--- config.mk ---
export PLATFORM = sky130hd
export DESIGN_NAME = ndef_tlv_text_extractor
export DESIGN_NICKNAME = d
export VERILOG_FILES = /design/src/sv/ndeftlv_pkg.sv /design/src/sv/ndef_tlv_text_extractor.sv
export SDC_FILE = /design/constraint.sdc
export NUM_CORES = 1
export LEC_CHECK = 0
export BUFFER_PORTS_ARGS = -buffer_cell sky130_fd_sc_hd__buf_4
export CAP_MARGIN = 10
export CELL_PAD_IN_SITES_DETAIL_PLACEMENT = 1
export CELL_PAD_IN_SITES_GLOBAL_PLACEMENT = 1
export CORE_AREA = 8 8 123 125
export CTS_CLUSTER_SIZE = 20
export DETAILED_ROUTE_END_ITERATION = 12
export DIE_AREA = 0 0 131 133
export HOLD_SLACK_MARGIN = 0.06
export PLACE_DENSITY_LB_ADDON = 0.08
export SLEW_MARGIN = 20
export SYNTH_ARGS = -nofsm -noshare
export SYNTH_HDL_FRONTEND = slang
export SYNTH_SLANG_ARGS = --single-unit
--- constraint.sdc ---
create_clock -name clk -period 13 [get_ports clk]
set_input_delay 0.65 -clock clk [delete_from_list [all_inputs] [get_ports clk]]
set_output_delay 0.65 -clock clk [all_outputs]
set_load 0.005 [all_outputs]
--- src/sv/ndeftlv_pkg.sv ---
// ----------------------------------------------------------------------------
// ndeftlv_pkg
// Shared types and constants for the NDEF TLV text extractor: parse phases,
// TLV byte codes and the layout of one queued result.
// ----------------------------------------------------------------------------
package ndeftlv_pkg;

  typedef enum logic [3:0] {
    PH_TAG,
    PH_LEN_NDEF,
    PH_LEN_OTHER,
    PH_LENH_NDEF,
    PH_LENH_OTHER,
    PH_LENL_NDEF,
    PH_LENL_OTHER,
    PH_SKIP,
    PH_HEADER,
    PH_LANG,
    PH_TEXT,
    PH_DONE
  } phase_t;

  localparam logic [7:0] TAG_NULL       = 8'h00;
  localparam logic [7:0] TAG_NDEF       = 8'h03;
  localparam logic [7:0] TAG_TERM       = 8'hFE;
  localparam logic [7:0] LEN_ESCAPE     = 8'hFF;
  localparam logic [7:0] PRINT_LOW      = 8'h20;
  localparam logic [7:0] PRINT_END      = 8'h7F;
  localparam logic [15:0] NDEF_MIN_LEN  = 16'd5;
  localparam logic [2:0] HDR_PLEN_OFS   = 3'd2;
  localparam logic [2:0] HDR_LANG_OFS   = 3'd4;

  // Result queue depth and pointer widths.
  localparam int unsigned QDEPTH = 4;
  localparam int unsigned QPTR_W = 2;
  localparam int unsigned QCNT_W = 3;

  typedef struct packed {
    logic [7:0] text_char;
    logic       end_of_text;
    logic       text_found;
  } result_t;

endpackage

--- src/sv/ndef_tlv_text_extractor.sv ---
// ----------------------------------------------------------------------------
// ndef_tlv_text_extractor
// Walks the TLV blocks of tag user memory, one byte per word, and streams
// the printable characters of the first NDEF text record plus one end marker
// per frame.
// ----------------------------------------------------------------------------
// The block accepts one tag memory byte per clock cycle while in_tready is
// high. Each byte moves a small parser through the TLV structure; the
// results of that byte (a text character, an end marker, or both) are
// written into a four-entry result queue that feeds the output channel. A
// byte can give two results, and the input is ready while at least two queue
// entries are free, so with an output that is always ready the throughput is
// one byte per cycle, and each result is registered in the queue before it
// reaches the output. The only case that gives two results is a byte that
// gives a character and the end marker together, either the last byte of the
// text or a printable text byte that ends the frame; the queue absorbs that,
// and the output side sets the sustained rate when it stalls. Every frame,
// ended by in_tlast, produces exactly one end marker word (out_tlast high,
// data zero, out_tuser telling whether a text record header was parsed).
// Bytes after the end marker are dropped until the frame's last byte, after
// which the parser is back in its reset state.
module ndef_tlv_text_extractor
  import ndeftlv_pkg::*;
(
  input  logic       clk,
  input  logic       rst_n,
  input  logic       in_tvalid,
  output logic       in_tready,
  input  logic [7:0] in_tdata,   // [7:0] data_byte
  input  logic       in_tlast,   // frame_last
  output logic       out_tvalid,
  input  logic       out_tready,
  output logic [7:0] out_tdata,  // [7:0] text_char
  output logic       out_tlast,  // end_of_text
  output logic       out_tuser   // text_found
);

  // Parser state.
  phase_t      phase_r, phase_nxt;
  logic [15:0] blk_rem_r, blk_rem_nxt;
  logic [7:0]  len_hi_r, len_hi_nxt;
  logic [2:0]  hoff_r, hoff_nxt;
  logic [7:0]  plen_r, plen_nxt;
  logic [5:0]  lang_r, lang_nxt;
  logic [7:0]  text_r, text_nxt;
  logic        seen_r, seen_nxt;

  // Per-byte decisions.
  logic        start_blk;
  logic        blk_ndef;
  logic [15:0] blk_len;
  logic        finish;
  logic        char_emit;
  logic        end_emit;
  logic        found_bit;
  logic [5:0]  lang_byte;

  // Result queue.
  result_t           q_mem [QDEPTH];
  logic [QPTR_W-1:0] wr_ptr_r, rd_ptr_r;
  logic [QCNT_W-1:0] count_r, count_nxt;
  logic [1:0]        push_n;
  result_t           slot0, slot1;
  logic              in_acc, out_acc;

  assign in_acc  = in_tvalid && in_tready;
  assign out_acc = out_tvalid && out_tready;
  assign lang_byte = in_tdata[5:0];

  // Next-state logic for one byte.
  always_comb begin
    phase_nxt   = phase_r;
    blk_rem_nxt = blk_rem_r;
    len_hi_nxt  = len_hi_r;
    hoff_nxt    = hoff_r;
    plen_nxt    = plen_r;
    lang_nxt    = lang_r;
    text_nxt    = text_r;
    seen_nxt    = seen_r;
    start_blk   = 1'b0;
    blk_ndef    = 1'b0;
    blk_len     = 16'd0;
    finish      = 1'b0;
    char_emit   = 1'b0;

    unique case (phase_r)
      PH_DONE: begin
        phase_nxt = PH_DONE;
      end
      PH_LEN_NDEF, PH_LEN_OTHER: begin
        if (in_tdata == LEN_ESCAPE) begin
          phase_nxt = (phase_r == PH_LEN_NDEF) ? PH_LENH_NDEF : PH_LENH_OTHER;
        end else begin
          start_blk = 1'b1;
          blk_ndef  = (phase_r == PH_LEN_NDEF);
          blk_len   = {8'h00, in_tdata};
        end
      end
      PH_LENH_NDEF, PH_LENH_OTHER: begin
        len_hi_nxt = in_tdata;
        phase_nxt  = (phase_r == PH_LENH_NDEF) ? PH_LENL_NDEF : PH_LENL_OTHER;
      end
      PH_LENL_NDEF, PH_LENL_OTHER: begin
        start_blk = 1'b1;
        blk_ndef  = (phase_r == PH_LENL_NDEF);
        blk_len   = {len_hi_r, in_tdata};
      end
      PH_SKIP: begin
        blk_rem_nxt = blk_rem_r - 16'd1;
        if (blk_rem_nxt == 16'd0) begin
          phase_nxt = PH_TAG;
        end
      end
      PH_HEADER: begin
        if (hoff_r == HDR_PLEN_OFS) begin
          plen_nxt = in_tdata;
        end
        if (hoff_r == HDR_LANG_OFS) begin
          lang_nxt = lang_byte;
          seen_nxt = 1'b1;
          // Text length is payload - 1 - language; empty when payload <= language + 1.
          if ({1'b0, plen_r} <= {3'b000, lang_byte} + 9'd1) begin
            text_nxt = 8'd0;
            finish   = 1'b1;
          end else begin
            text_nxt  = plen_r - 8'd1 - {2'b00, lang_byte};
            phase_nxt = (lang_byte != 6'd0) ? PH_LANG : PH_TEXT;
          end
        end else begin
          hoff_nxt = hoff_r + 3'd1;
        end
      end
      PH_LANG: begin
        lang_nxt = lang_r - 6'd1;
        if (lang_nxt == 6'd0) begin
          phase_nxt = PH_TEXT;
        end
      end
      PH_TEXT: begin
        if (in_tdata >= PRINT_LOW && in_tdata < PRINT_END) begin
          char_emit = 1'b1;
        end
        text_nxt = text_r - 8'd1;
        if (text_nxt == 8'd0) begin
          finish = 1'b1;
        end
      end
      default: begin
        // Tag byte; any undefined phase code behaves the same way.
        if (in_tdata == TAG_TERM) begin
          finish = 1'b1;
        end else if (in_tdata == TAG_NULL) begin
          phase_nxt = PH_TAG;
        end else begin
          phase_nxt = (in_tdata == TAG_NDEF) ? PH_LEN_NDEF : PH_LEN_OTHER;
        end
      end
    endcase

    if (start_blk) begin
      if (blk_ndef && blk_len >= NDEF_MIN_LEN) begin
        phase_nxt = PH_HEADER;
        hoff_nxt  = 3'd0;
      end else if (blk_len == 16'd0) begin
        phase_nxt = PH_TAG;
      end else begin
        blk_rem_nxt = blk_len;
        phase_nxt   = PH_SKIP;
      end
    end

    if (finish) begin
      phase_nxt = PH_DONE;
    end

    // The end marker goes out once: on finish, or at frame end if not yet given.
    end_emit  = finish || (in_tlast && phase_nxt != PH_DONE);
    found_bit = seen_nxt;

    if (in_tlast) begin
      phase_nxt   = PH_TAG;
      blk_rem_nxt = 16'd0;
      len_hi_nxt  = 8'd0;
      hoff_nxt    = 3'd0;
      plen_nxt    = 8'd0;
      lang_nxt    = 6'd0;
      text_nxt    = 8'd0;
      seen_nxt    = 1'b0;
    end
  end

  // Result words for one byte: the character first, then the end marker.
  always_comb begin
    result_t char_res;
    result_t end_res;
    char_res.text_char   = in_tdata;
    char_res.end_of_text = 1'b0;
    char_res.text_found  = 1'b0;
    end_res.text_char    = 8'h00;
    end_res.end_of_text  = 1'b1;
    end_res.text_found   = found_bit;
    slot0  = char_emit ? char_res : end_res;
    slot1  = end_res;
    push_n = {1'b0, char_emit} + {1'b0, end_emit};
  end

  always_ff @(posedge clk) begin
    if (!rst_n) begin
      phase_r   <= PH_TAG;
      blk_rem_r <= 16'd0;
      len_hi_r  <= 8'd0;
      hoff_r    <= 3'd0;
      plen_r    <= 8'd0;
      lang_r    <= 6'd0;
      text_r    <= 8'd0;
      seen_r    <= 1'b0;
    end else if (in_acc) begin
      phase_r   <= phase_nxt;
      blk_rem_r <= blk_rem_nxt;
      len_hi_r  <= len_hi_nxt;
      hoff_r    <= hoff_nxt;
      plen_r    <= plen_nxt;
      lang_r    <= lang_nxt;
      text_r    <= text_nxt;
      seen_r    <= seen_nxt;
    end
  end

  // Result queue: up to two writes per accepted byte, one read per cycle while the output is ready.
  always_ff @(posedge clk) begin
    if (in_acc) begin
      if (push_n != 2'd0) begin
        q_mem[wr_ptr_r] <= slot0;
      end
      if (push_n == 2'd2) begin
        q_mem[wr_ptr_r + QPTR_W'(1)] <= slot1;
      end
    end
  end

  always_comb begin
    count_nxt = count_r;
    if (in_acc) begin
      count_nxt = count_nxt + {1'b0, push_n};
    end
    if (out_acc) begin
      count_nxt = count_nxt - QCNT_W'(1);
    end
  end

  always_ff @(posedge clk) begin
    if (!rst_n) begin
      wr_ptr_r <= '0;
      rd_ptr_r <= '0;
      count_r  <= '0;
    end else begin
      if (in_acc) begin
        wr_ptr_r <= wr_ptr_r + push_n[QPTR_W-1:0];
      end
      if (out_acc) begin
        rd_ptr_r <= rd_ptr_r + QPTR_W'(1);
      end
      count_r <= count_nxt;
    end
  end

  // Room for the worst case of two results per byte.
  assign in_tready  = (count_r <= QCNT_W'(QDEPTH - 2));
  assign out_tvalid = (count_r != '0);
  assign out_tdata  = q_mem[rd_ptr_r].text_char;
  assign out_tlast  = q_mem[rd_ptr_r].end_of_text;
  assign out_tuser  = q_mem[rd_ptr_r].text_found;

`ifndef NO_ASSERTIONS
  a_count_bound: assert property (@(posedge clk) disable iff (!rst_n)
    count_r <= QCNT_W'(QDEPTH))
    else $error("result queue overflow");

  a_frame_reset: assert property (@(posedge clk) disable iff (!rst_n)
    in_acc && in_tlast |=> phase_r == PH_TAG && !seen_r)
    else $error("parser not back at tag phase after frame end");

  a_marker_zero: assert property (@(posedge clk) disable iff (!rst_n)
    out_tvalid && out_tlast |-> out_tdata == 8'h00)
    else $error("end marker carries a character");

  a_char_printable: assert property (@(posedge clk) disable iff (!rst_n)
    out_tvalid && !out_tlast |->
      out_tdata >= PRINT_LOW && out_tdata < PRINT_END && !out_tuser)
    else $error("character result is not printable or has found flag");
`endif

endmodule
==> results.json, run 1 <==
{
  "max_clock_freq_mhz": 179,
  "outcome": "complete, no violations",
  "layout_commonest_cell": "dfxtp_1",
  "rsz0062_at_grt": "no",
  "synthCells": 754,
  "cp.required_ns": 13.26,
  "synth_fp_nets": 800,
  "async_flop_share_pct": 0,
  "grt_pass1_vias": 5817,
  "synth_warnings": 0,
  "pin_count": 25,
  "antenna_cells": 0,
  "start_util_pct": 49.2,
  "ff2ff_setup_slack_ns": 8.12,
  "synth_cell_types": 74,
  "die_x_um": 131,
  "port_buffers": 24,
  "worstReg2RegStart": "plen_r[6]",
  "cts-root-buf": "clkbuf_16",
  "layout_common_cells": "99 x dfxtp_1, 58 x nand2_1, 54 x nor2_1, 38 x nor2b_1, 36 x a21oi_1",
  "fin_area_mm2": 0.00692,
  "core-area_mm2": 0.0131,
  "seq_area_mm2": 0.00210,
  "avgRoutedWirePerCell_um": 20.4,
  "drtPass1Iterations": 5,
  "gp_congestion": 0.868,
  "grt_start_max_net_pins": 60,
  "holdPathEnd": "q_mem[0][9]",
  "fillCellCount": 1531,
  "p_total_uw": 976,
  "area_growth_pct": 7.58,
  "setup_viol": 0,
  "seqPwrFrac_pct": 40.0,
  "power_switching_uw": 367,
  "num_rows": 42,
  "fin_cells": 917,
  "clk_pin_slew_ns": 0.08,
  "worstSetupPathType": "primary input to register",
  "power_leakage_nw": 2.60,
  "combPwrFrac_pct": 32.1,
  "synth_edf_count": 4,
  "grt_pass1_wl_um": 31000,
  "cts_tree": "yes",
  "ir_drop_v": 0.0000908,
  "postRouteAntennaNets": 0,
  "drt-total-wl_um": 18700,
  "dieArea_mm2": 0.0174,
  "crit_path_start_kind": "primary input",
  "fin_crit_ns": 5.59,
  "cp.arrival_ns": 5.85,
  "p_sw_share_pct": 37.6,
  "hold_viol": 0,
  "period_share_pct": 43.0,
  "synth_area_mm2": 0.00644,
  "p_int_uw": 609,
  "final-max-slew-violation-count": 0,
  "power.share.clock_pct": 27.9,
  "globalRouteOverflowTotal": 0,
  "post-place-cells": 901,
  "post-cts-setup-buffer-count": 0,
  "crit_fanout": 14,
  "cts_buffer_depth": 2,
  "die_y_um": 133,
  "placed_area_mm2": 0.00662,
  "cts_resized": 0,
  "worst_pin_slew_ns": 1.08,
  "drive_above_1_share_pct": 9.45,
  "synth_seq_area_share_pct": 32.7,
  "reg2reg_to": "count_r[2]",
  "end_kind": "register",
  "hold_path.startpoint": "q_mem[0][9]",
  "fin_skew_ns": 0.00711,
  "clock-sinks": 103,
  "drc": 0,
  "relSlewSlack_pct": 27.6,
  "cts-hold-fix-buffers": 0,
  "holdPathStages": 1,
  "reg2regPathDepth": 18,
  "synthFlopType": "dfxtp_1",
  "viasPerCell": 6.17,
  "grt_usage_pct": 22.4,
  "drtIter0Drc": 378,
  "dpl.hpwl_um": 13500,
  "clk_latency_ns": 0.36,
  "vias": 5654,
  "synth_area_per_cell_um2": 8.54,
  "yosys_register_bits": 103,
  "numCtsBuffers": 9,
  "finalNetCount": 782,
  "drv_cap": 0,
  "antenna_found_initial": 0,
  "multiInputGateArea_mm2": 0.00397,
  "min-delay-path-class": "register to register",
  "power_density_mw_per_mm2": 141,
  "htree_levels": 3,
  "tns_ns": 0
}
[power groups by stage]
stage          combinational [mW]  sequential (mW)  clock (mW)
3_5_place_dp                0.312            0.397           0
2_1_floorplan               0.264            0.362           0
3_3_place_gp                0.301            0.395           0
5_1_grt                     0.344            0.398       0.290
6_report                    0.314            0.390       0.273
4_1_cts                     0.314            0.390       0.280
[cells in the mapped netlist (4+ instances only)]
| cell | count | share of area [%] |
|---|---|---|
| o21ai_1 | 10 | 0.78 |
| ha_1 | 31 | 6.0 |
| nor2b_1 | 38 | 3.7 |
| nor4b_1 | 4 | 0.54 |
| xor2_1 | 9 | 1.2 |
| inv_1 | 33 | 1.9 |
| a22o_1 | 32 | 4.4 |
| buf_1 | 4 | 0.23 |
| nor3b_1 | 5 | 0.58 |
| nor4_1 | 13 | 1.3 |
| nand4_1 | 4 | 0.39 |
| mux2i_1 | 22 | 3.4 |
| a21oi_1 | 36 | 2.8 |
| nand3_1 | 21 | 1.6 |
| nand3b_1 | 5 | 0.58 |
| o21ai_0 | 23 | 1.8 |
| a21boi_0 | 6 | 0.70 |
| or3_1 | 7 | 0.68 |
| dfxtp_1 | 99 | 31 |
| a31oi_1 | 12 | 1.2 |
| nor2_1 | 55 | 3.2 |
| o211ai_1 | 4 | 0.47 |
| and2_1 | 12 | 1.2 |
| mux4_2 | 10 | 3.5 |
| edfxtp_1 | 4 | 1.9 |
| clkbuf_1 | 42 | 2.4 |
| or2_2 | 4 | 0.39 |
| a21o_1 | 5 | 0.58 |
| nor3_1 | 19 | 1.5 |
| a22oi_1 | 11 | 1.3 |
| xnor2_1 | 21 | 2.9 |
| nand2b_1 | 11 | 1.1 |
| o22ai_1 | 8 | 0.78 |
| nand2_1 | 58 | 3.4 |
| buf_2 | 7 | 0.54 |
[through the flow]
stage	util, %	worst slack [ns]	hold slack [ns]
after floorplan	-	7.82	0.424
after global placement	50.6	7.41	0.438
after detailed placement	50.6	7.08	0.449
after CTS	52.8	7.47	0.471
after global routing	52.9	7.11	0.484
final	52.9	7.41	0.461
[critical path: stages]
cell and delay (ns):
buf_4 0.21, ha_1 0.34, nand3_1 0.14, xnor2_1 0.16, ha_1 0.28, nand4b_1 0.15
a211o_1 0.27, a21oi_1 0.60, inv_1 0.15, a221oi_1 0.61, inv_1 0.13, a311o_1 0.34
ha_1 0.32, ha_1 0.15, inv_1 0.05, fa_1 0.48, nor2_1 0.05, a21oi_1 0.19
ha_1 0.18, nand2_1 0.06, xor2_1 0.16, and2_1 0.15
[metal layers]
| layer | vias to the layer above | part of all wire (%) | GRT usage (%) |
|---|---|---|---|
| met2 | 102 | 48 | 36.2 |
| li1 | 2680 | - | - |
| met3 | 17 | 3.8 | 3.94 |
| met1 | 2855 | 47 | 29.8 |
| met5 | - | 0 | 0 |
| met4 | 0 | 1.3 | 5.42 |
[registers in the layout, summed over array words and instances, names as in the netlist, named ones only]
| register | cells |
|---|---|
| q_mem | 40 |
| hoff_r | 3 |
| lang_r | 6 |
| count_r | 3 |
| rd_ptr_r | 2 |
| phase_r | 4 |
| text_r | 8 |
| wr_ptr_r | 2 |
| blk_rem_r | 16 |
| len_hi_r | 8 |
| plen_r | 8 |
| seen_r | 1 |
[cells by family after synthesis]
group / Yosys count / synth area share, %
AO/OA/AOI/OAI: 182 / 19.7
XOR/XNOR: 30 / 4.08
adder cells (fa/ha/maj): 33 / 6.65
buffers and inverters: 90 / 5.73
flip-flops: 103 / 32.7
multiplexers: 33 / 7.10
AND/OR/NAND/NOR: 283 / 24.1
[how the worst max path moves through the flow]
stage | from | to | slack [ns] | cells after the start
after floorplan | in_tdata[2] | count_r[2] | 7.82 | 23
after global placement | in_tdata[1] | count_r[2] | 7.41 | 22
after detailed placement | in_tdata[1] | count_r[2] | 7.08 | 22
after CTS | in_tdata[1] | count_r[2] | 7.47 | 22
after global routing | in_tdata[1] | count_r[2] | 7.11 | 22
final | in_tdata[1] | count_r[2] | 7.41 | 22
[layout make-up]
class / count / area share (%)
multi-input cells: 561 / 57.4
flip-flops and latches: 103 / 30.4
clock buffers: 9 / 3.25
well taps: 176 / 3.18
repair buffers: 28 / 3.04
inverters: 33 / 1.79
clock inverters: 7 / 0.994
Power figures use the tool's default switching activity.
==> run 2: changes to the inputs <==
--- a/config.mk
+++ b/config.mk
@@ -5,14 +5,15 @@
 export SDC_FILE = /design/constraint.sdc
 export NUM_CORES = 1
 export LEC_CHECK = 0
+export ABC_AREA = 1
 export BUFFER_PORTS_ARGS = -buffer_cell sky130_fd_sc_hd__buf_4
 export CAP_MARGIN = 10
 export CELL_PAD_IN_SITES_DETAIL_PLACEMENT = 1
 export CELL_PAD_IN_SITES_GLOBAL_PLACEMENT = 1
-export CORE_AREA = 8 8 123 125
+export CORE_AREA = 8 8 136 138
 export CTS_CLUSTER_SIZE = 20
 export DETAILED_ROUTE_END_ITERATION = 12
-export DIE_AREA = 0 0 131 133
+export DIE_AREA = 0 0 144 146
 export HOLD_SLACK_MARGIN = 0.06
 export PLACE_DENSITY_LB_ADDON = 0.08
 export SLEW_MARGIN = 20
==> constraint.sdc (replaced) <==
create_clock -name clk -period 5 [get_ports clk]
set_input_delay 0.25 -clock clk [delete_from_list [all_inputs] [get_ports clk]]
set_output_delay 0.25 -clock clk [all_outputs]
set_load 0.005 [all_outputs]
==> run 2 against run 1 <==
  * Cell area rose by 3.6%
  * Clock skew rose by 0.0075 ns
  * Clock power rose to 2.7 times the previous value
  * Synthesized area rose by 1.3%
  * Via count rose by 8.6%
  * Sequential cell count did not move
  * Synthesized cell count rose by 28%
  * Die area rose by 21%
  * First-iteration DRC count fell by 18%
  * Wire length rose by 3.3%
==> results.json, run 2 <==
{
  "crit_slowest_cell": "fa_1",
  "core-area_mm2": 0.0163,
  "synthCells": 964,
  "multiInputGateArea_mm2": 0.00373,
  "yosys.area.top_type_share_pct": 30.4,
  "setup_viol": 0,
  "synth.area.top_cells": "dfxtp_1 30%, nand2_1 11%, inv_1 7.4%",
  "ir_drop_v": 0.000189,
  "grt_pass1_vias": 6173,
  "vias": 6141,
  "fillCellCount": 2167,
  "reg2regPathDepth": 28,
  "postRouteAntennaNets": 0,
  "post-cts-setup-buffer-count": 0,
  "htree_levels": 3,
  "synth_area_mm2": 0.00652,
  "crit_top_cell": "nand2_1",
  "hold_path.startpoint": "out_tready",
  "port_buffers": 24,
  "drive_above_1_share_pct": 9.63,
  "worst_pin_slew_ns": 0.823,
  "yosys_register_bits": 103,
  "viasPerCell": 5.13,
  "cp.required_ns": 5.30,
  "yosys.area.top_type": "dfxtp_1",
  "holdPathStages": 3,
  "fin_cells": 1196,
  "synth_warnings": 0,
  "reg2reg_to": "count_r[1]",
  "grt_usage_pct": 19.0,
  "crit_fanout": 6,
  "synth_edf_count": 4,
  "largestRegisters": "q_mem: 40 flops, blk_rem_r: 16 flops",
  "power_density_mw_per_mm2": 460,
  "worstSetupPathType": "register to register",
  "post-place-cells": 1180,
  "clk_pin_slew_ns": 0.09,
  "end_kind": "register",
  "grt_pass1_wl_um": 32000,
  "hold_viol": 0,
  "numCtsBuffers": 9,
  "synth_area_per_cell_um2": 6.77,
  "min-delay-path-class": "primary input to register",
  "holdWs_ns": 0.228,
  "drtIter0Drc": 311,
  "seq_area_mm2": 0.00210,
  "globalRouteOverflowTotal": 0,
  "cpPeakStageDelay_ns": 0.41,
  "largest_reg_flops": 40,
  "cts_tree": "yes",
  "antenna_found_initial": 0,
  "cts-hold-fix-buffers": 0,
  "area_growth_pct": 9.98,
  "pin_count": 25,
  "layout_commonest_cell": "nand2_1",
  "clk_latency_ns": 0.36,
  "die_x_um": 144,
  "cts-root-buf": "clkbuf_16",
  "dpl.hpwl_um": 14300,
  "synth_seq_area_share_pct": 32.2,
  "period_share_pct": 83.2,
  "cts_buffer_depth": 2,
  "drc": 0,
  "layout_common_cells": "196 x nand2_1, 129 x inv_1, 102 x nor2_1, 99 x dfxtp_1, 90 x a21oi_1",
  "synthFlopType": "dfxtp_1",
  "final-max-slew-violation-count": 0,
  "drtPass1Iterations": 4,
  "grt_start_max_net_pins": 35,
  "gp_congestion": 0.833,
  "crit_path_start_kind": "register",
  "fin_crit_ns": 4.16,
  "tns_ns": 0,
  "cp.arrival_ns": 4.46,
  "cts_resized": 0,
  "num_rows": 47,
  "dieArea_mm2": 0.0210,
  "top_register": "q_mem",
  "drv_cap": 0,
  "power_leakage_nw": 3.15,
  "outcome": "complete, no violations",
  "synth_fp_nets": 1010,
  "worstReg2RegStart": "blk_rem_r[0]",
  "drt-total-wl_um": 19300,
  "relSlewSlack_pct": 44.7,
  "synth_cell_types": 42,
  "async_flop_share_pct": 0,
  "synth_common_cells": "196 x nand2_1, 129 x inv_1, 103 x nor2_1",
  "synth.most_common_cell": "nand2_1",
  "fin_skew_ns": 0.0146,
  "start_util_pct": 40.0,
  "rsz0062_at_grt": "no",
  "utilization_pct": 44.0,
  "antenna_cells": 0,
  "die_y_um": 146,
  "holdPathEnd": "count_r[1]",
  "clock-sinks": 103,
  "avgRoutedWirePerCell_um": 16.2,
  "finalNetCount": 1017,
  "max_clock_freq_mhz": 240,
  "ff2ff_setup_slack_ns": 0.84
}
run 2: layout make-up:
| class | instances | area share, % |
|---|---|---|
| clock buffers | 9 | 3.14 |
| well taps | 220 | 3.84 |
| inverters | 140 | 7.34 |
| clock inverters | 7 | 1.24 |
| multi-input cells | 687 | 52.0 |
| flip-flops and latches | 103 | 29.3 |
| repair buffers | 30 | 3.14 |
run 2: worst max-delay path: cells and delay by family, from the launching register on:
kind	cells	cell delay [ns]
compound gates	2	0.23
simple gates	19	1.77
buf+inv	2	0.24
flops	1	0.35
fa+ha+maj	5	1.49
run 2: stage by stage:
step	power [mW]	setup slack [ns]	cell area, um^2
global route	3.59	0.365	7170
detailed placement	2.58	0.512	6860
global placement	2.55	0.666	6860
floorplan	2.20	1.20	6520
CTS	3.34	0.805	7170
finish	3.30	0.839	7170
run 2: worst max path at each step:
stage | depth (start not counted) | from | to | slack [ns]
finish | 28 | blk_rem_r[0] | count_r[1] | 0.84
global route | 29 | in_tdata[1] | count_r[2] | 0.36
CTS | 28 | blk_rem_r[0] | count_r[1] | 0.80
detailed placement | 29 | in_tdata[1] | count_r[1] | 0.51
global placement | 29 | in_tdata[1] | count_r[1] | 0.67
floorplan | 29 | in_tdata[4] | count_r[1] | 1.20
run 2: power breakdown:
group | internal [mW] | leakage (nW) | switching (mW)
Sequential | 1.00 | 0.850 | 0.129
Combinational | 0.511 | 2.15 | 0.910
Clock | 0.364 | 0.153 | 0.382
Total | 1.88 | 3.15 | 1.42
run 2: cell families (layout without fill, tap and decap cells):
logic type | Yosys count | in the layout | share of synthesized area [%]
xor gates and xnor gates | 21 | 21 | 2.82
DFF | 103 | 103 | 32.2
AOI/OAI and AO/OA | 244 | 244 | 22.3
adders and majority gates | 33 | 33 | 6.56
and+or+nand+nor | 389 | 389 | 25.5
buffers and inverters | 174 | 186 | 10.7
run 2: layer usage:
layer  vias up  global-route usage (%)  wire length [um]  share of wire, %
met5         -                       0                 0                 0
met4         0                    4.47               175              0.90
met3        14                    2.89               703               3.6
met2        64                    31.2              9070                47
met1      2877                    25.5              9390                49
li1       3186                       -                 -                 -
==> run 3: changes to the inputs <==
--- a/config.mk
+++ b/config.mk
@@ -5,15 +5,15 @@
 export SDC_FILE = /design/constraint.sdc
 export NUM_CORES = 1
 export LEC_CHECK = 0
-export ABC_AREA = 1
+export ABC_AREA = 0
 export BUFFER_PORTS_ARGS = -buffer_cell sky130_fd_sc_hd__buf_4
 export CAP_MARGIN = 10
 export CELL_PAD_IN_SITES_DETAIL_PLACEMENT = 1
 export CELL_PAD_IN_SITES_GLOBAL_PLACEMENT = 1
-export CORE_AREA = 8 8 136 138
+export CORE_AREA = 8 8 132 134
 export CTS_CLUSTER_SIZE = 20
 export DETAILED_ROUTE_END_ITERATION = 12
-export DIE_AREA = 0 0 144 146
+export DIE_AREA = 0 0 140 142
 export HOLD_SLACK_MARGIN = 0.06
 export PLACE_DENSITY_LB_ADDON = 0.08
 export SLEW_MARGIN = 20
==> constraint.sdc (replaced) <==
create_clock -name clk -period 3.4 [get_ports clk]
set_input_delay 0.17 -clock clk [delete_from_list [all_inputs] [get_ports clk]]
set_output_delay 0.17 -clock clk [all_outputs]
set_load 0.005 [all_outputs]
==> run 3 against run 2 <==
  * The run now ends with negative setup slack left
  * Sequential share of layout area shrank 5.4 points
  * Utilization grew 13 points
  * Sequential cell count is the same
  * Die area shrank 5.4%
  * Register-to-register slack lost 1.5 ns
==> results.json, run 3 (synthesis gave the netlist of run 1 again) <==
{
  "reg2regPathDepth": 17,
  "clk_pin_slew_ns": 0.09,
  "viasPerCell": 5.75,
  "max_clock_freq_mhz": 247,
  "gp_congestion": 0.880,
  "area_growth_pct": 36.9,
  "crit_path_start_kind": "register",
  "grt_start_max_net_pins": 60,
  "cts-hold-fix-buffers": 0,
  "drtIter0Drc": 288,
  "crit_slowest_cell": "or4_4",
  "p_total_mw": 4.47,
  "dieArea_mm2": 0.0199,
  "clk_latency_ns": 0.36,
  "vias": 6372,
  "crit_fanout": 2,
  "largest_reg_flops": 40,
  "port_buffers": 24,
  "num_rows": 46,
  "fillCellCount": 1780,
  "holdPathStages": 3,
  "fin_skew_ns": 0.0149,
  "drv_cap": 0,
  "antenna_found_initial": 0,
  "setup_viol": 42,
  "crit_top_cell": "ha_4",
  "fin_crit_ns": 4.05,
  "hold_viol": 0,
  "hold_path.startpoint": "in_tdata[3]",
  "worst_pin_slew_ns": 1.07,
  "ff2ff_setup_slack_ns": -0.65,
  "reg2reg_to": "count_r[2]",
  "globalRouteOverflowTotal": 0,
  "postRouteAntennaNets": 0,
  "die_x_um": 140,
  "worstReg2RegStart": "blk_rem_r[2]",
  "pin_count": 25,
  "drt-total-wl_um": 22500,
  "holdWs_ns": 0.194,
  "htree_levels": 3,
  "drc": 0,
  "worstSetupPathType": "register to register",
  "power_leakage_nw": 3.58,
  "start_util_pct": 41.7,
  "layout_commonest_cell": "buf_4",
  "setup_slack_ns": -0.648,
  "layout_common_cells": "180 x buf_4, 95 x dfxtp_1, 53 x nor2_1, 53 x nand2_1, 34 x nor2b_1",
  "grt_usage_pct": 22.5,
  "cp.required_ns": 3.66,
  "avgRoutedWirePerCell_um": 20.3,
  "path_buf_inv": 1,
  "core-area_mm2": 0.0154,
  "drtPass1Iterations": 4,
  "largestRegisters": "q_mem: 40 flops, blk_rem_r: 16 flops",
  "numCtsBuffers": 9,
  "min-delay-path-class": "primary input to register",
  "cpPeakStageDelay_ns": 0.55,
  "final-max-slew-violation-count": 0,
  "power_density_mw_per_mm2": 507,
  "end_kind": "register",
  "dpl.hpwl_um": 16500,
  "cts-root-buf": "clkbuf_16",
  "cts_buffer_depth": 2,
  "rsz0062_at_grt": "yes",
  "clock-sinks": 103,
  "antenna_cells": 0,
  "grt_pass1_vias": 6756,
  "cts_tree": "yes",
  "holdPathEnd": "q_mem[0][5]",
  "ir_drop_v": 0.000285,
  "top_register": "q_mem",
  "crit_cells": 17,
  "cp.arrival_ns": 4.30,
  "crit_family": "simple AND/OR/NAND/NOR gates",
  "period_share_pct": 119,
  "outcome": "finished with violations",
  "grt_pass1_wl_um": 35800,
  "relSlewSlack_pct": 27.9,
  "die_y_um": 142,
  "crit_chain": "or4_4 -> or4_4 -> o21ai_4 -> o21ai_4 -> a31oi_4 -> nor2_2 -> a311o_1 -> ha_4 -> ha_4 -> inv_2 -> fa_1 -> nor2_2 -> a21oi_2 -> ha_4 -> nand2_2 -> xor2_1 -> and2_1",
  "finalNetCount": 957,
  "violations": "negative setup slack",
  "drive_above_1_share_pct": 33.4
}
==> run 3: cell count changes in the layout (fill, tap and decap cells not counted), sizes merged, moves of 32 or more <==
cell,previous run,this run
a21oi,94,36
a22o,0,32
buf,30,203
inv,137,38
nand2,199,58
nor2,112,57
nor2b,0,38
o211ai,37,4
o21ai,75,35
==> run 3: worst register-to-register path, stage by stage (launching register included) <==
cell     delay (ns)
dfxtp_2        0.32
or4_4          0.55
or4_4          0.47
o21ai_4        0.16
o21ai_4        0.08
a31oi_4        0.22
nor2_2         0.07
a311o_1        0.42
ha_4           0.31
ha_4           0.12
inv_2          0.03
fa_1           0.51
nor2_2         0.04
a21oi_2        0.17
ha_4           0.15
nand2_2        0.04
xor2_1         0.14
and2_1         0.15
==> run 3: cell type report <==
cell class              instances  area [um^2]  share of cell area, %
clock inverters                 7         81.3                  0.923
clock buffers                   9          225                   2.56
multi-input cells             561         4350                   49.4
repair buffers                203         1670                   18.9
well taps                     192          240                   2.73
flip-flops and latches        103         2110                   23.9
inverters                      33          134                   1.52
==> run 3: metal layers <==
metal / routed length, um / global-route usage (%) / part of all wire (%) / up-vias
li1: - / - / - / 3040
met1: 9770 / 26.5 / 43 / 3195
met2: 11600 / 41.3 / 52 / 104
met3: 563 / 2.99 / 2.5 / 33
met4: 512 / 7.31 / 2.3 / 0
met5: 0 / 0 / 0 / -
==> run 3: power breakdown <==
part	internal, mW	total [mW]	switching [mW]
clock network	0.531	1.08	0.550
registers	1.31	1.46	0.148
logic	0.933	1.93	0.993
==> run 3: how the worst max path moves through the flow <==
stage	startpoint	slack, ns	end
3_5_place_dp	in_tdata[3]	-1.22	count_r[2]
3_3_place_gp	in_tdata[3]	-1.06	count_r[2]
5_1_grt	in_tdata[3]	-0.77	count_r[2]
2_1_floorplan	in_tdata[3]	-0.89	count_r[2]
6_report	blk_rem_r[2]	-0.65	count_r[2]
4_1_cts	blk_rem_r[2]	-0.62	count_r[2]
==> run 3: metrics by stage <==
stage / cell area, um^2 / util [%] / instances / setup TNS (ns) / setup WS, ns
floorplan: 6620 / - / 754 / -4.08 / -0.892
global placement: 7990 / 51.8 / 1072 / -10.57 / -1.06
detailed placement: 7990 / 51.8 / 1072 / -17.41 / -1.22
CTS: 8520 / 55.2 / 1103 / -15.22 / -0.622
global route: 8810 / 57.1 / 1108 / -11.41 / -0.769
finish: 8810 / 57.1 / 1108 / -6.60 / -0.648
==> run 3: repair_timing <==
item / CTS / global route
pin swaps: 18 / 40
setup buffers: 15 / 14
resized for setup: 25 / 56
cloned: 0 / 0
setup endpoints to repair: 32 / 48
